[config.mk]
export PLATFORM = sky130hd
export DESIGN_NAME = midi_state_change_emitter
export DESIGN_NICKNAME = d
export VERILOG_FILES = /design/src/msce_pkg.sv /design/src/msce_front.sv /design/src/msce_queue.sv /design/src/msce_back.sv /design/src/midi_state_change_emitter.sv
export SDC_FILE = /design/constraint.sdc
export NUM_CORES = 1
export LEC_CHECK = 0
export BUFFER_PORTS_ARGS = -buffer_cell sky130_fd_sc_hd__clkbuf_2
export CAP_MARGIN = 20
export CORE_MARGIN = 8
export CORE_UTILIZATION = 45
export DETAILED_ROUTE_END_ITERATION = 10
export PLACE_DENSITY = 0.59
export SLEW_MARGIN = 20
export SYNTH_ARGS = -nofsm -noshare
export SYNTH_HDL_FRONTEND = slang
export SYNTH_SLANG_ARGS = --single-unit
export TNS_END_PERCENT = 20
[constraint.sdc]
create_clock -name clk -period 5.5 [get_ports clk]
set_clock_uncertainty 0.2 [all_clocks]
set_input_delay 0 -clock clk [delete_from_list [all_inputs] [get_ports clk]]
set_output_delay 0 -clock clk [all_outputs]
set_load 0.05 [all_outputs]
[src/msce_pkg.sv]
// Shared types and constants of the MIDI state change emitter.
package msce_pkg;

    localparam int S_TDATA_W   = 48;
    localparam int S_TUSER_W   = 2;
    localparam int M_TDATA_W   = 24;
    localparam int QUEUE_DEPTH = 4;
    localparam int QPTR_W      = $clog2(QUEUE_DEPTH);
    localparam int QCNT_W      = $clog2(QUEUE_DEPTH + 1);
    localparam int MSG_COUNT   = 7;

    typedef enum logic [1:0] {
        ACT_APPLY = 2'd0,
        ACT_PANIC = 2'd1,
        ACT_RESET = 2'd2,
        ACT_NONE  = 2'd3
    } action_t;

    // message slots, in the order they go out; A is the old channel (the word's own channel on panic), B the new one
    typedef enum logic [2:0] {
        MSG_OFF_A     = 3'd0,
        MSG_ALL_OFF_A = 3'd1,
        MSG_OFF_B     = 3'd2,
        MSG_ON        = 3'd3,
        MSG_BEND      = 3'd4,
        MSG_VOL       = 3'd5,
        MSG_FILT      = 3'd6
    } msg_kind_t;

    localparam logic [3:0] ST_NOTE_OFF = 4'h8;
    localparam logic [3:0] ST_NOTE_ON  = 4'h9;
    localparam logic [3:0] ST_CTRL     = 4'hB;
    localparam logic [3:0] ST_BEND     = 4'hE;

    localparam logic [6:0] CC_VOLUME  = 7'd7;
    localparam logic [6:0] CC_FILTER  = 7'd74;
    localparam logic [6:0] CC_ALL_OFF = 7'd123;

    typedef struct packed {
        logic [MSG_COUNT-1:0] mask;
        logic [3:0]           ch_a;
        logic [3:0]           ch_b;
        logic [6:0]           note_old;
        logic [6:0]           note_new;
        logic [6:0]           velocity;
        logic [13:0]          bend;
        logic [6:0]           volume;
        logic [6:0]           filter;
    } plan_t;

    typedef struct packed {
        logic full;
        logic empty;
    } queue_stat_t;

endpackage

[src/msce_front.sv]
// Front end: takes input words, tracks voice state and builds a message plan.
module msce_front (
    input  logic                            clk,
    input  logic                            rst_n,
    input  logic                            s_tvalid,
    output logic                            s_tready,
    // voice_active, note_number, note_velocity, bend_value, volume_level,
    // filter_level, channel_index, zero pad
    input  logic [msce_pkg::S_TDATA_W-1:0]  s_tdata,
    // action
    input  logic [msce_pkg::S_TUSER_W-1:0]  s_tuser,
    input  msce_pkg::queue_stat_t           q_stat,
    output logic                            push,
    output msce_pkg::plan_t                 plan
);

    logic        prev_active_reg,   prev_active_next;
    logic [6:0]  prev_note_reg,     prev_note_next;
    logic [13:0] prev_bend_reg,     prev_bend_next;
    logic [6:0]  prev_volume_reg,   prev_volume_next;
    logic [6:0]  prev_filter_reg,   prev_filter_next;
    logic [3:0]  prev_channel_reg,  prev_channel_next;
    logic        channel_known_reg, channel_known_next;

    msce_pkg::action_t action;
    logic        act;
    logic [6:0]  note;
    logic [6:0]  vel;
    logic [13:0] bend;
    logic [6:0]  vol;
    logic [6:0]  filt;
    logic [3:0]  ch;
    logic        accept;
    logic        chg;
    logic        eff_active;

    assign action = msce_pkg::action_t'(s_tuser);
    assign act    = s_tdata[0];
    assign note   = s_tdata[7:1];
    assign vel    = s_tdata[14:8];
    assign bend   = s_tdata[28:15];
    assign vol    = s_tdata[35:29];
    assign filt   = s_tdata[42:36];
    assign ch     = s_tdata[46:43];

    assign s_tready   = !q_stat.full;
    assign accept     = s_tvalid && s_tready;
    assign chg        = channel_known_reg && (prev_channel_reg != ch);
    // a channel change wipes the remembered voice before the transition
    assign eff_active = prev_active_reg && !chg;
    assign push       = accept && (plan.mask != '0);

    always_comb
    begin
        plan.mask     = '0;
        plan.ch_a     = prev_channel_reg;
        plan.ch_b     = ch;
        plan.note_old = prev_note_reg;
        plan.note_new = note;
        plan.velocity = vel;
        plan.bend     = bend;
        plan.volume   = vol;
        plan.filter   = filt;

        prev_active_next   = prev_active_reg;
        prev_note_next     = prev_note_reg;
        prev_bend_next     = prev_bend_reg;
        prev_volume_next   = prev_volume_reg;
        prev_filter_next   = prev_filter_reg;
        prev_channel_next  = prev_channel_reg;
        channel_known_next = channel_known_reg;

        unique case (action)
            msce_pkg::ACT_APPLY:
            begin
                plan.mask[msce_pkg::MSG_OFF_A]     = chg && prev_active_reg;
                plan.mask[msce_pkg::MSG_ALL_OFF_A] = chg;
                if (!eff_active && act)
                begin
                    plan.mask[msce_pkg::MSG_ON]   = 1'b1;
                    plan.mask[msce_pkg::MSG_BEND] = 1'b1;
                    plan.mask[msce_pkg::MSG_VOL]  = 1'b1;
                    plan.mask[msce_pkg::MSG_FILT] = 1'b1;
                end
                else if (eff_active && !act)
                begin
                    plan.mask[msce_pkg::MSG_OFF_B] = 1'b1;
                    plan.mask[msce_pkg::MSG_VOL]   = 1'b1;
                    plan.volume                    = '0;
                end
                else if (eff_active && act)
                begin
                    plan.mask[msce_pkg::MSG_OFF_B] = prev_note_reg != note;
                    plan.mask[msce_pkg::MSG_ON]    = prev_note_reg != note;
                    plan.mask[msce_pkg::MSG_BEND]  = prev_bend_reg != bend;
                    plan.mask[msce_pkg::MSG_VOL]   = prev_volume_reg != vol;
                    plan.mask[msce_pkg::MSG_FILT]  = prev_filter_reg != filt;
                end
                prev_active_next   = act;
                prev_note_next     = note;
                prev_bend_next     = bend;
                prev_volume_next   = vol;
                prev_filter_next   = filt;
                prev_channel_next  = ch;
                channel_known_next = 1'b1;
            end
            msce_pkg::ACT_PANIC:
            begin
                plan.ch_a                          = ch;
                plan.mask[msce_pkg::MSG_OFF_A]     = prev_active_reg;
                plan.mask[msce_pkg::MSG_ALL_OFF_A] = 1'b1;
                prev_active_next   = 1'b0;
                prev_note_next     = '0;
                prev_bend_next     = '0;
                prev_volume_next   = '0;
                prev_filter_next   = '0;
                prev_channel_next  = ch;
                channel_known_next = 1'b1;
            end
            msce_pkg::ACT_RESET:
            begin
                prev_active_next   = 1'b0;
                prev_note_next     = '0;
                prev_bend_next     = '0;
                prev_volume_next   = '0;
                prev_filter_next   = '0;
                channel_known_next = 1'b0;
            end
            msce_pkg::ACT_NONE:
            begin
            end
        endcase
    end

    always_ff @(posedge clk or negedge rst_n)
    begin
        if (!rst_n)
        begin
            prev_active_reg   <= 1'b0;
            prev_note_reg     <= '0;
            prev_bend_reg     <= '0;
            prev_volume_reg   <= '0;
            prev_filter_reg   <= '0;
            prev_channel_reg  <= '0;
            channel_known_reg <= 1'b0;
        end
        else if (accept)
        begin
            prev_active_reg   <= prev_active_next;
            prev_note_reg     <= prev_note_next;
            prev_bend_reg     <= prev_bend_next;
            prev_volume_reg   <= prev_volume_next;
            prev_filter_reg   <= prev_filter_next;
            prev_channel_reg  <= prev_channel_next;
            channel_known_reg <= channel_known_next;
        end
    end

`ifndef NO_ASSERTIONS
    a_push_room: assert property (@(posedge clk) disable iff (!rst_n)
        push |-> !q_stat.full)
        else $error("plan pushed into a full queue");

    a_reset_forgets: assert property (@(posedge clk) disable iff (!rst_n)
        accept && action == msce_pkg::ACT_RESET |=> !channel_known_reg && !prev_active_reg)
        else $error("reset word left voice state behind");
`endif

endmodule

[src/msce_queue.sv]
// Short plan queue between front and back end.
module msce_queue (
    input  logic                  clk,
    input  logic                  rst_n,
    input  logic                  push,
    input  msce_pkg::plan_t       wr_plan,
    input  logic                  pop,
    output msce_pkg::plan_t       rd_plan,
    output msce_pkg::queue_stat_t stat
);

    msce_pkg::plan_t                entry_reg [msce_pkg::QUEUE_DEPTH];
    logic [msce_pkg::QPTR_W-1:0]    wr_ptr_reg;
    logic [msce_pkg::QPTR_W-1:0]    rd_ptr_reg;
    logic [msce_pkg::QCNT_W-1:0]    count_reg;
    logic                           do_push;
    logic                           do_pop;

    assign stat.full  = count_reg == msce_pkg::QCNT_W'(msce_pkg::QUEUE_DEPTH);
    assign stat.empty = count_reg == '0;
    assign do_push    = push && !stat.full;
    assign do_pop     = pop && !stat.empty;
    assign rd_plan    = entry_reg[rd_ptr_reg];

    always_ff @(posedge clk)
    begin
        if (do_push)
        begin
            entry_reg[wr_ptr_reg] <= wr_plan;
        end
    end

    always_ff @(posedge clk or negedge rst_n)
    begin
        if (!rst_n)
        begin
            wr_ptr_reg <= '0;
            rd_ptr_reg <= '0;
            count_reg  <= '0;
        end
        else
        begin
            if (do_push)
            begin
                wr_ptr_reg <= wr_ptr_reg + 1'b1;
            end
            if (do_pop)
            begin
                rd_ptr_reg <= rd_ptr_reg + 1'b1;
            end
            if (do_push && !do_pop)
            begin
                count_reg <= count_reg + 1'b1;
            end
            else if (do_pop && !do_push)
            begin
                count_reg <= count_reg - 1'b1;
            end
        end
    end

`ifndef NO_ASSERTIONS
    a_count_bound: assert property (@(posedge clk) disable iff (!rst_n)
        count_reg <= msce_pkg::QCNT_W'(msce_pkg::QUEUE_DEPTH))
        else $error("queue count past depth");
`endif

endmodule

[src/msce_back.sv]
// Back end: walks a plan's message mask and drives the output words.
module msce_back (
    input  logic                            clk,
    input  logic                            rst_n,
    input  msce_pkg::plan_t                 q_plan,
    input  msce_pkg::queue_stat_t           q_stat,
    output logic                            pop,
    output logic                            m_tvalid,
    input  logic                            m_tready,
    // status_byte, data_first, data_second, zero pad
    output logic [msce_pkg::M_TDATA_W-1:0]  m_tdata,
    output logic                            m_tlast
);

    msce_pkg::plan_t                cur_reg;
    logic [msce_pkg::MSG_COUNT-1:0] mask_reg, mask_next;
    logic                           out_valid_reg;
    logic [msce_pkg::M_TDATA_W-1:0] out_data_reg;
    logic                           out_last_reg;

    msce_pkg::msg_kind_t            kind;
    logic [msce_pkg::MSG_COUNT-1:0] rest;
    logic                           emit;
    logic [7:0]                     status;
    logic [6:0]                     d1;
    logic [6:0]                     d2;

    // lowest pending slot goes first
    always_comb
    begin
        kind = msce_pkg::MSG_OFF_A;
        for (int i = msce_pkg::MSG_COUNT - 1; i >= 0; i--)
        begin
            if (mask_reg[i])
            begin
                kind = msce_pkg::msg_kind_t'(i[2:0]);
            end
        end
    end

    assign rest = mask_reg & ~(msce_pkg::MSG_COUNT'(1) << kind);
    assign emit = (mask_reg != '0) && (!out_valid_reg || m_tready);
    assign pop  = !q_stat.empty && ((mask_reg == '0) || (emit && rest == '0));

    always_comb
    begin
        unique case (kind)
            msce_pkg::MSG_OFF_A:
            begin
                status = {msce_pkg::ST_NOTE_OFF, cur_reg.ch_a};
                d1     = cur_reg.note_old;
                d2     = '0;
            end
            msce_pkg::MSG_ALL_OFF_A:
            begin
                status = {msce_pkg::ST_CTRL, cur_reg.ch_a};
                d1     = msce_pkg::CC_ALL_OFF;
                d2     = '0;
            end
            msce_pkg::MSG_OFF_B:
            begin
                status = {msce_pkg::ST_NOTE_OFF, cur_reg.ch_b};
                d1     = cur_reg.note_old;
                d2     = '0;
            end
            msce_pkg::MSG_ON:
            begin
                status = {msce_pkg::ST_NOTE_ON, cur_reg.ch_b};
                d1     = cur_reg.note_new;
                d2     = cur_reg.velocity;
            end
            msce_pkg::MSG_BEND:
            begin
                status = {msce_pkg::ST_BEND, cur_reg.ch_b};
                d1     = cur_reg.bend[6:0];
                d2     = cur_reg.bend[13:7];
            end
            msce_pkg::MSG_VOL:
            begin
                status = {msce_pkg::ST_CTRL, cur_reg.ch_b};
                d1     = msce_pkg::CC_VOLUME;
                d2     = cur_reg.volume;
            end
            msce_pkg::MSG_FILT:
            begin
                status = {msce_pkg::ST_CTRL, cur_reg.ch_b};
                d1     = msce_pkg::CC_FILTER;
                d2     = cur_reg.filter;
            end
            default:
            begin
                status = '0;
                d1     = '0;
                d2     = '0;
            end
        endcase
    end

    always_comb
    begin
        if (pop)
        begin
            mask_next = q_plan.mask;
        end
        else if (emit)
        begin
            mask_next = rest;
        end
        else
        begin
            mask_next = mask_reg;
        end
    end

    always_ff @(posedge clk)
    begin
        if (pop)
        begin
            cur_reg <= q_plan;
        end
        if (emit)
        begin
            out_data_reg <= {2'b00, d2, d1, status};
            out_last_reg <= rest == '0;
        end
    end

    always_ff @(posedge clk or negedge rst_n)
    begin
        if (!rst_n)
        begin
            mask_reg      <= '0;
            out_valid_reg <= 1'b0;
        end
        else
        begin
            mask_reg <= mask_next;
            if (emit)
            begin
                out_valid_reg <= 1'b1;
            end
            else if (m_tready)
            begin
                out_valid_reg <= 1'b0;
            end
        end
    end

    assign m_tvalid = out_valid_reg;
    assign m_tdata  = out_data_reg;
    assign m_tlast  = out_last_reg;

`ifndef NO_ASSERTIONS
    a_pop_nonempty: assert property (@(posedge clk) disable iff (!rst_n)
        pop |-> !q_stat.empty)
        else $error("pop from empty queue");

    a_plan_has_work: assert property (@(posedge clk) disable iff (!rst_n)
        pop |=> mask_reg != '0)
        else $error("queued plan carried no messages");

    a_emit_shows: assert property (@(posedge clk) disable iff (!rst_n)
        emit |=> m_tvalid)
        else $error("emitted word not presented");
`endif

endmodule

[src/midi_state_change_emitter.sv]
// First message word: after acceptance it passes the plan queue, the back end plan register and the output register.
// Throughput: one input word per cycle while the 4-entry plan queue has room;
// the output side sends one message word per cycle while m_tready is high, and a
// word causes 0 to 6 messages there (back end message walk).
// Reset: rst_n asynchronous active low clears voice state, queue and output valid.
module midi_state_change_emitter (
    input  logic                            clk,
    input  logic                            rst_n,
    input  logic                            s_tvalid,
    output logic                            s_tready,
    // voice_active, note_number, note_velocity, bend_value, volume_level,
    // filter_level, channel_index, zero pad
    input  logic [msce_pkg::S_TDATA_W-1:0]  s_tdata,
    // action
    input  logic [msce_pkg::S_TUSER_W-1:0]  s_tuser,
    output logic                            m_tvalid,
    input  logic                            m_tready,
    // status_byte, data_first, data_second, zero pad
    output logic [msce_pkg::M_TDATA_W-1:0]  m_tdata,
    // last_of_run
    output logic                            m_tlast
);

    msce_pkg::plan_t       wr_plan;
    msce_pkg::plan_t       rd_plan;
    msce_pkg::queue_stat_t q_stat;
    logic                  push;
    logic                  pop;

    msce_front u_front (
        .clk      (clk),
        .rst_n    (rst_n),
        .s_tvalid (s_tvalid),
        .s_tready (s_tready),
        .s_tdata  (s_tdata),
        .s_tuser  (s_tuser),
        .q_stat   (q_stat),
        .push     (push),
        .plan     (wr_plan)
    );

    msce_queue u_queue (
        .clk     (clk),
        .rst_n   (rst_n),
        .push    (push),
        .wr_plan (wr_plan),
        .pop     (pop),
        .rd_plan (rd_plan),
        .stat    (q_stat)
    );

    msce_back u_back (
        .clk      (clk),
        .rst_n    (rst_n),
        .q_plan   (rd_plan),
        .q_stat   (q_stat),
        .pop      (pop),
        .m_tvalid (m_tvalid),
        .m_tready (m_tready),
        .m_tdata  (m_tdata),
        .m_tlast  (m_tlast)
    );

endmodule

Word level (Yosys, flattened, before mapping)
Memories as Yosys holds them, arrays and structs flattened.
Index checks and enable logic that the tools add are counted.
{"block": "word_totals", "reg_bits": 136, "latchBits": 0, "ramBits": 256, "rom_bits": 0, "out_inout_bits": 27, "word_cells": 125, "n_memories": 1}
{"name": "u_queue.entry_reg", "words": 4, "width": 64, "read_ports": 1, "rd_clocked_by_memory_dff": 0, "write_ports": 1, "line_no": "msce_queue.sv:12", "text": "msce_pkg::plan_t entry_reg [msce_pkg::QUEUE_DEPTH];"}
{"block": "op_classes", "n_addsub": 4, "multipliers": 0, "div": 0, "magnitude_cmp": 0, "n_eq_ne": 14, "shifts": 1, "n_mux": 37, "n_bitwise": 2, "n_reduce_logical": 44}
{"cell": "$pmux W8 S6", "n": 1}
{"cell": "$pmux W7 S2", "n": 3}
{"cell": "$pmux W7 S6", "n": 1}
{"cell": "$mux W7", "n": 5}
{"cell": "$pmux W14 S2", "n": 1}
{"cell": "$pmux W7 S4", "n": 1}
{"cell": "$mux W3", "n": 9}
{"cell": "$ne A7 B7 Y1", "n": 3}
{"cell": "$logic_and A1 B1 Y1", "n": 15}
{"cell": "$logic_not A7 Y1", "n": 2}
{"cell": "$ne A14 B14 Y1", "n": 1}
{"cell": "$reduce_bool A7 Y1", "n": 2}
{"cell": "$eq A3 B3 Y1 const B", "n": 4}
{"cell": "$mux W5", "n": 2}
{"cell": "$reduce_bool A2 Y1", "n": 5}
{"cell": "$logic_not A1 Y1", "n": 8}
{"cell": "$mux W1", "n": 8}
{"cell": "$mux W4", "n": 2}
{"cell": "$reduce_or A2 Y1", "n": 4}
{"cell": "$and A7 B7 Y7", "n": 1}
{"cell": "$not A7 Y7", "n": 1}
{"cell": "$shl A1 B3 Y7 const A", "n": 1}
{"cell": "$eq A3 B2 Y1 const B", "n": 2}
{"cell": "$logic_not A3 Y1", "n": 2}
{"cell": "13 further kinds", "n": 18}

Longest topological paths before layout
Gate-level depths: netlist of run 1.
{"block": "depth", "word_depth": 18, "depth_mapped": 13, "ltp_nobuf": 13}

By module
From an unflattened synthesis of run 1, not the netlist that was laid out.
{"block": "unflattened", "cells_unflattened": 899, "hier_area_um2": 15850.2}
{"mod": "msce_queue", "n_inst": 1, "cells_each": 370, "area_per_inst_um2": 9649.3, "seq_area_each_um2": 7862.5}
{"mod": "msce_back", "n_inst": 1, "cells_each": 232, "area_per_inst_um2": 3490.8, "seq_area_each_um2": 2602.5}
{"mod": "msce_front", "n_inst": 1, "cells_each": 297, "area_per_inst_um2": 2710.1, "seq_area_each_um2": 1026.0}

Worst setup path before layout of run 1
No wires, ideal clock.
{"block": "synth_timing", "path_kind": "register to register", "start": "reg u_front.prev_channel_reg[3]", "end": "mem u_queue.entry_reg[0][0] (netlist bit), enable pin", "setup_ns": 0.487, "t_arrival_ns": 4.295, "required_time_ns": 4.813, "path_slack_ns": 0.518, "path_stages_with_launch": 7, "n_path_buf": 0, "cell_sequence": "dfrtp_1 -> xor2_1 -> o41ai_4 -> a21oi_1 -> a311oi_2 -> o311ai_4 -> nor2_1"}
{"block": "synth_between", "elab_chain_cells": 14, "word_cells_on_any_way": 23, "cone_classes": "eq/ne (1); mux (11); reduce/logical (11)"}
{"item": "start: declaration", "line_no": "msce_front.sv:22", "text": "logic [3:0] prev_channel_reg, prev_channel_next;"}
{"item": "start signal: assignment", "line_no": "msce_front.sv:154", "text": "prev_channel_reg <= prev_channel_next;"}
{"item": "$ne A4 B4 Y1 (*)", "line_no": "msce_front.sv:48", "text": "assign chg = channel_known_reg && (prev_channel_reg != ch);"}
{"item": "$logic_and A1 B1 Y1 (*)", "line_no": "msce_front.sv:48"}
{"item": "$logic_not A1 Y1", "line_no": "msce_front.sv:50", "text": "assign eff_active = prev_active_reg && !chg;"}
{"item": "$logic_and A1 B1 Y1", "line_no": "msce_front.sv:50"}
{"item": "$logic_and A1 B1 Y1", "line_no": "msce_front.sv:91", "text": "else if (eff_active && act)"}
{"item": "$mux W5", "line_no": "msce_front.sv:91"}
{"item": "$mux W1 / $mux W2 (equally long branches)", "line_no": "msce_front.sv:85", "text": "else if (eff_active && !act)"}
{"item": "$mux W1 / $mux W4 (equally long branches)", "line_no": "msce_front.sv:78", "text": "if (!eff_active && act)"}
{"item": "$mux W5", "line_no": "msce_front.sv:73", "text": "unique case (action)"}
{"item": "$reduce_bool A7 Y1 (*)", "line_no": "msce_front.sv:51", "text": "assign push = accept && (plan.mask != '0);"}
{"item": "$logic_and A1 B1 Y1 (*)", "line_no": "msce_front.sv:51"}
{"item": "$logic_and A1 B1 Y1 (*)", "line_no": "msce_queue.sv:21", "text": "assign do_push = push && !stat.full;"}
{"item": "$mux W1 (*)", "line_no": "msce_queue.sv:27", "text": "if (do_push)"}
{"item": "$mux W1 (implied by the code) (*)", "line_no": "msce_queue.sv:29", "text": "entry_reg[wr_ptr_reg] <= wr_plan;"}
{"item": "end: declaration", "line_no": "msce_queue.sv:12"}
Every way passes the cells marked *; elsewhere a longest branch is shown, timed or not.

==> summary.md, run 1 <==
| Metric | Value |
|---|---|
| Outcome | `complete, but fails checks` |
| Failing checks | `negative hold slack` |
| Vias in the first global route | `8099` |
| CP startpoint | `u_front.prev_filter_reg[3]` |
| GR Util met2 | `a little over a quarter` |
| CP Buf/Inv Count | `2` |
| Placed insts | `1348` |
| Sequential share of the synthesized area | `74.9%` |
| Yosys Warn Count | `0` |
| Worst-case clock buffer depth | `3` |
| Non-Filler Instances | `1475` |
| EDFF count, synth | `336` |
| Final slew viol count | `0` |
| Final design utilization | `a little over half` |
| Slowest cell delay on critical path | `about 0.7 ns` |
| Drt drc | `0` |
| Initial drt markers | `between 500 and 600` |
| CTS tree | `built` |
| Core area | `33500 um2` |
| Tcrit/Tclk final | `approximately 71%` |
| Peak VDD IR | `between 0.0004 and 0.0005 V` |
| Most frequent CP cell | `inv_1` |
| Final setup TNS | `0 ns` |
| CTS Root Cell | `clkbuf_16` |
| Area leader, netlist | `edfxtp_1` |
| H-tree levels | `2` |
| Critical Path AT | `slightly above 4 ns` |
| CP Capture Point | `u_queue.count_reg[1]` |
| Initial antenna violation count | `1` |
| Max-cap violations | `0` |
| Placer Congestion | `0.774` |
| Initial cell density of the core | `45.8%` |
| Top area cells in the synthesized netlist | `edfxtp_1 (66%), mux4_2 (9.4%), dfrtp_1 (9.1%), nand2_1 (2.3%), xnor2_1 (1.9%)` |
| F_max | `257 MHz` |
| Nets | `roughly 1100` |
| Mean Syn Cell Area | `18.2 um2` |
| Gr busiest metal | `met2` |
| Distinct cell type count after synthesis | `55` |
| M3 GR Usage | `2.92%` |
| Share of cells above drive strength 1 | `24.1%` |
| Slowest-stage cell, CP | `nor4_1` |
| Setup crit end kind | `flop` |
| CTS Buf Count | `41` |
| Syn-to-layout area delta | `18.0%` |
| Kind of critical path | `reg2reg` |
| WL/cell | `21.5 um` |
| Min cycle time layout | `3.89 ns` |
| Buffers on Ports | `77` |
| RSZ-0062 raised after global routing | `false` |
| Die Span Y | `201 um` |
| Hold Crit Class | `in2async` |
| # IOs | `81` |
| Reg2reg end | `u_queue.count_reg[1]` |
| Clock transition at path regs | `around 0.060 ns` |
| Top cell type's share of synthesized area | `65.7%` |
| Critical Path RT | `5.70 ns` |
| Met1 usage | `20.8%` |
| CP top delay family | `compound AO/OA/AOI/OAI gates` |
| Post-synth design cell area | `15300 um2` |
| Vias after detailed routing | `7690` |
| Power Density | `540 nW/um2` |
| Worst reg2reg path depth | `10` |
| Crit start category | `flop` |
| Pre-CTS setup slack | `1.40 ns` |
| Synthesized instance count | `842` |
| Row count | `67` |
| Via density per instance | `5.21` |
| Clock sink total | `about 400` |
| Worst hold slack | `-0.00211 ns` |
| Pleak | `6.45 nW` |
| Die area | `40300 um2` |
| Total GRT Usage | `15.6%` |
| Final instance area | `18100 um2` |
| Hpwl dp | `around 19000 um` |
| Final setup violation count | `0` |
| CP Max Fanout | `7` |
| Headroom to the max-slew limit | `30.0%` |
| ANT cells | `0` |
| Total power | `9.79 mW` |
| Max FFs per register | `256` |
| Critical Path Stages | `10` |
| R2R setup slack | `approximately 1.6 ns` |
| Routed Antenna Nets | `0` |
| Remaining global-route overflow | `0` |
| Worst-skew pair later-pin latency | `approximately 0.52 ns` |
| Global-route wire length before repair | `48700 um` |
| Setup WS post-layout | `1.61 ns` |
| #FFs+latches synth | `392` |
| Async SR Flop Fraction | `14.3%` |
| Die X | `between 200 and 250 um` |
| Critical-path cell list | `xor2_1 -> nor4_1 -> a31oi_1 -> a31o_2 -> o311ai_4 -> inv_1 -> ha_1 -> inv_1 -> fa_1 -> mux2_2` |
| Largest net degree at the start of global routing | `66` |
| FF-to-FF Start | `u_front.prev_filter_reg[3]` |
| Cell Area, Placed | `16300 um2` |
| 1st-pass router iterations | `4` |
| Ys flop type | `edfxtp_1` |
| Post-CTS sizing | `0` |
| Final Hold Fails | `2` |
| Worst-margin pin slew | `between 1 and 1.5 ns` |
| Post-Route WL | `31700 um` |
| Post-CTS Repair Setup Buffers | `0` |
synth_stat cells (2+ instances only):
master / n
edfxtp_1: 336
nand2_1: 94
mux4_2: 64
dfrtp_1: 56
nand3b_1: 35
xnor2_1: 34
clkbuf_1: 24
nor2_1: 21
inv_1: 20
mux2_2: 13
o21ai_1: 12
xor2_1: 11
and2_1: 9
ha_1: 9
mux2i_1: 8
a21oi_1: 7
a22oi_1: 7
buf_2: 7
o21ai_0: 7
nor3_1: 6
o211ai_1: 6
nand4_1: 5
a221oi_1: 4
or3_1: 4
nor2b_1: 3
buf_1: 2
buf_4: 2
conb_1: 2
nand3_1: 2
nor3_2: 2
nor4_1: 2
o21a_1: 2
o21bai_1: 2
o31ai_1: 2
or4_1: 2
worst register-to-register path, delay by kind of cell, from the launching register on:
| family | cells | cell delay, ns |
|---|---|---|
| buffers and inverters | 2 | 0.17 |
| adders and majority gates | 2 | 0.63 |
| AOI/OAI and AO/OA | 3 | 1.29 |
| xor gates and xnor gates | 1 | 0.15 |
| DFF | 1 | 0.38 |
| muxes | 1 | 0.26 |
| and+or+nand+nor | 1 | 0.71 |
what timing repair did:
item / CTS / global route
hold endpoints to repair: 335 / 0
setup endpoints to repair: 0 / 0
hold buffers: 52 / 0
how the worst min path moves through the flow:
stage / slack, ns / depth (start not counted) / endpoint / startpoint
after detailed placement: 0.03 / 1 / u_queue.entry_reg[1][28] / s_tdata[8]
after global routing: 0.06 / 2 / u_queue.entry_reg[2][29] / s_tdata[9]
after floorplan: -0.50 / 0 / u_back.m_tvalid / rst_n
after CTS: 0.02 / 2 / u_queue.entry_reg[1][28] / s_tdata[8]
after global placement: 0.02 / 1 / u_queue.entry_reg[3][31] / s_tdata[11]
final: -0.002 / 3 / u_front.prev_channel_reg[1] / rst_n
logic make-up after synthesis:
logic type | count (synthesis) | synth area share [%]
AOI/OAI and AO/OA | 58 | 2.78
buffers and inverters | 57 | 1.55
other | 2 | 0.0489
xor gates and xnor gates | 45 | 2.57
adders and majority gates | 11 | 0.929
muxes | 86 | 11.0
DFF | 392 | 74.9
and+or+nand+nor | 191 | 6.29
cell usage in the layout (no fill, tap or decap), types with 7 or more instances in the layout:
| cell | instances |
|---|---|
| mux2_2 | 13 |
| a22oi_1 | 7 |
| xor2_1 | 11 |
| inv_1 | 20 |
| nor2_1 | 15 |
| mux4_2 | 64 |
| dfrtp_1 | 54 |
| a21oi_1 | 7 |
| ha_1 | 9 |
| clkbuf_16 | 41 |
| nand3b_1 | 35 |
| mux2i_1 | 8 |
| and2_1 | 9 |
| nand2_1 | 94 |
| edfxtp_1 | 336 |
| clkinv_2 | 10 |
| o21ai_1 | 11 |
| buf_4 | 16 |
| clkbuf_2 | 76 |
| clkbuf_1 | 14 |
| dlygate4sd3_1 | 52 |
| o21ai_0 | 7 |
| xnor2_1 | 34 |
power breakdown:
part	switching [mW]	leakage (nW)	internal (mW)
clock network	1.07	0.628	1.55
logic	1.62	2.02	1.02
registers	0.380	3.80	4.15
total	3.07	6.45	6.72
routing by layer:
layer	vias to the layer above	wire length, um
met5	-	0
met4	0	541
met2	173	15700
li1	3562	-
met1	3917	14000
met3	38	1420
final cells by class:
type | instances | area [um2]
multi-input cells | 394 | 3660
clock inverters | 17 | 164
inverters | 21 | 80.1
clock buffers | 57 | 1110
repair buffers | 146 | 1050
well taps | 448 | 561
fillers | 2726 | 15400
flip-flops and latches | 392 | 11500
(Power assumes the default switching activity.)
==> inputs of run 2 (changes only) <==
--- a/config.mk
+++ b/config.mk
@@ -5,12 +5,13 @@
 export SDC_FILE = /design/constraint.sdc
 export NUM_CORES = 1
 export LEC_CHECK = 0
+export ABC_AREA = 1
 export BUFFER_PORTS_ARGS = -buffer_cell sky130_fd_sc_hd__clkbuf_2
 export CAP_MARGIN = 20
 export CORE_MARGIN = 8
 export CORE_UTILIZATION = 45
 export DETAILED_ROUTE_END_ITERATION = 10
-export PLACE_DENSITY = 0.59
+export PLACE_DENSITY = 0.61
 export SLEW_MARGIN = 20
 export SYNTH_ARGS = -nofsm -noshare
 export SYNTH_HDL_FRONTEND = slang
==> constraint.sdc (replaced) <==
create_clock -name clk -period 3.4 [get_ports clk]
set_clock_uncertainty 0.2 [all_clocks]
set_input_delay 0 -clock clk [delete_from_list [all_inputs] [get_ports clk]]
set_output_delay 0 -clock clk [all_outputs]
set_load 0.05 [all_outputs]
==> summary.md, run 2 <==
| Metric | Value |
|---|---|
| Placed insts | `between 1500 and 2000` |
| Cell Area, Placed | `16700 um2` |
| Mean Syn Cell Area | `12.3 um2` |
| Worst hold slack | `-0.0200 ns` |
| Hold Crit Class | `in2async` |
| Setup WS post-layout | `between 0.4 and 0.5 ns` |
| Switching Share | `a little over a third` |
| P_int | `~11 mW` |
| Die X | `203 um` |
| Seq. cell area | `11500 um2` |
| Commonest non-fill, non-tap cell in the layout | `edfxtp_1` |
| R2R setup slack | `0.45 ns` |
| Cell with the most instances after synthesis | `edfxtp_1` |
| Initial cell density of the core | `45.6%` |
| Row count | `68` |
| Failing checks | `negative hold slack` |
| Worst-case clock buffer depth | `3` |
| Via density per instance | `~5.2` |
| WL/cell | `18.8 um` |
| Nets | `approximately 1500` |
| F_max | `around 340 MHz` |
| Async SR Flop Fraction | `14.3%` |
| Top cell type's share of synthesized area | `64.4%` |
| Initial antenna violation count | `1` |
| Area leader, netlist | `edfxtp_1` |
| Worst reg2reg path depth | `17` |
| Max FFs per register | `256` |
| Final instance area | `18600 um2` |
| Total GRT Usage | `17.3%` |
| Commonest cells after routing, fill and taps aside | `edfxtp_1 (336), nand2_1 (210), o21ai_0 (144)` |
| Top area cells in the synthesized netlist | `edfxtp_1 (64%), dfrtp_1 (8.9%), nand2_1 (5.0%), o21ai_0 (4.6%), nor2_1 (3.5%)` |
| Crit start category | `flop` |
| Non-Filler Instances | `1902` |
| Distinct cell type count after synthesis | `35` |
| Critical Path RT | `3.60 ns` |
| EDFF count, synth | `336` |
| Initial drt markers | `about 800` |
| Drt drc | `0` |
| Min cycle time layout | `2.95 ns` |
| Yosys Warn Count | `0` |
| Outcome | `complete, but fails checks` |
| Hpwl dp | `21600 um` |
| Placer Congestion | `0.749` |
| Top cells by count, synth | `edfxtp_1 (336), nand2_1 (210), nor2_1 (148)` |
| Synthesized instance count | `1271` |
| Clock sink total | `392` |
| Max-cap violations | `0` |
| Clk network pwr share | `26.7%` |
| Kind of critical path | `reg2reg` |
| Reg power frac | `a little over two fifths` |
| Buffers on Ports | `77` |
| CTS Buf Count | `41` |
| Routed Antenna Nets | `0` |
| Post-synth design cell area | `~16000 um2` |
| CP Max Fanout | `18` |
| Core area | `34400 um2` |
| Vias in the first global route | `9741` |
| #FFs+latches synth | `392` |
| Ys flop type | `edfxtp_1` |
| Reg2reg end | `u_queue.count_reg[2]` |
| Gr busiest metal | `met2` |
| # IOs | `81` |
| Fillers | `between 2000 and 3000` |
| Worst-skew pair later-pin latency | `0.54 ns` |
| Final slew viol count | `0` |
| Total power | `16.8 mW` |
| 1st-pass router iterations | `5` |
| FF-to-FF Start | `u_back.mask_reg[2]` |
| H-tree levels | `2` |
| M3 GR Usage | `2.93%` |
| Share of cells above drive strength 1 | `13.1%` |
| Power Density | `901 nW/um2` |
| Tcrit/Tclk final | `86.8%` |
| Headroom to the max-slew limit | `35.7%` |
| Post-Route WL | `35800 um` |
| Vias after detailed routing | `between 9000 and 10000` |
| CTS tree | `built` |
| Met1 usage | `23.2%` |
| Final Hold Fails | `31` |
| GR Util met2 | `29.1%` |
| Final setup violation count | `0` |
| Die area | `41000 um2` |
| Die Span Y | `203 um` |
| Net switching component of the power | `5.89 mW` |
| CTS Root Cell | `clkbuf_16` |
| Syn-to-layout area delta | `18.9%` |
| Multi-input logic area | `3660 um2` |
| Clock transition at path regs | `around 0.06 ns` |
| Setup crit end kind | `flop` |
| Comb pwr share | `30.1%` |
| Critical Path AT | `3.15 ns` |
| Pleak | `7.10 nW` |
| RSZ-0062 raised after global routing | `false` |
| Largest net degree at the start of global routing | `63` |
| Post-CTS Repair Setup Buffers | `0` |
| Global-route wire length before repair | `approximately 56000 um` |
| Pre-CTS setup slack | `0.456 ns` |
| Peak VDD IR | `0.000429 V` |
| Sequential share of the synthesized area | `73.4%` |
| Remaining global-route overflow | `0` |
| Worst-margin pin slew | `0.964 ns` |
[run 2: cell families after synthesis]
logic type | count (synthesis) | share of synthesized area (%)
flops | 392 | 73.4
buf+inv | 143 | 3.52
simple gates | 455 | 12.0
fa+ha+maj | 10 | 0.847
xor+xnor | 25 | 1.40
compound gates | 240 | 8.56
mux | 4 | 0.256
other cells | 2 | 0.0480
[run 2: worst max path at each step]
stage | from | endpoint | slack [ns]
final | u_back.mask_reg[2] | u_queue.count_reg[2] | 0.45
after global routing | u_back.mask_reg[2] | u_queue.count_reg[2] | 0.19
after CTS | u_back.mask_reg[2] | u_queue.count_reg[2] | 0.44
after detailed placement | u_back.mask_reg[2] | u_queue.count_reg[2] | 0.46
after global placement | u_back.mask_reg[2] | u_queue.count_reg[2] | 0.48
after floorplan | u_front.prev_channel_reg[0] | u_queue.entry_reg[0][0] | -0.23
[run 2: cell type report]
type,instances,area share (%)
clock buffers,49,5.83
multi-input cells,737,19.7
inverters,87,1.78
flip-flops and latches,392,61.8
clock inverters,26,1.40
repair buffers,155,6.47
diodes,1,0.0134
well taps,455,3.06
[run 2: power groups by stage]
| stage | clock [mW] | combinational, mW | sequential [mW] |
|---|---|---|---|
| 2_1_floorplan | 0 | 2.92 | 7.70 |
| 3_3_place_gp | 0 | 4.95 | 7.32 |
| 3_5_place_dp | 0 | 5.04 | 7.35 |
| 4_1_cts | 4.56 | 5.11 | 7.26 |
| 5_1_grt | 4.74 | 5.56 | 7.37 |
| 6_report | 4.48 | 5.04 | 7.26 |
[run 2: through the flow]
| step | utilization (%) | hold slack, ns | setup TNS [ns] |
|---|---|---|---|
| 3_5_place_dp | 48.7 | 0.0239 | 0 |
| 3_3_place_gp | 48.7 | 0.0208 | 0 |
| 4_1_cts | 54.1 | 0.00329 | 0 |
| 6_report | 54.1 | -0.0200 | 0 |
| 5_1_grt | 54.1 | 0.0153 | 0 |
| 2_1_floorplan | - | -0.496 | -58.27 |
[run 2: repair_timing]
| action | in CTS | in global routing |
|---|---|---|
| hold buffers | 53 | 0 |
| gates resized for setup | 0 | 0 |
| hold endpoints to repair | 297 | 0 |
[run 2: metal layers]
layer | vias to the layer above | share of wire (%) | wire, um
met4 | 0 | 1.8 | 640
met3 | 50 | 5.0 | 1770
met5 | - | 0 | 0
met2 | 232 | 49 | 17400
met1 | 4893 | 45 | 16000
li1 | 4778 | - | -
[run 2: worst max-delay path: stages, from the launching register on]
cell and delay [ns]:
dfrtp_1 0.41, nor2_1 0.21, nand2_1 0.08, nand2_1 0.16
inv_1 0.09, nand2_1 0.10, nand2_1 0.07, nand3_2 0.07
nor2_2 0.05, nand2_2 0.07, nand2_4 0.08, nand2_4 0.20
ha_1 0.18, inv_1 0.06, fa_1 0.38, a21oi_1 0.14
o21ai_0 0.11, xor2_1 0.16
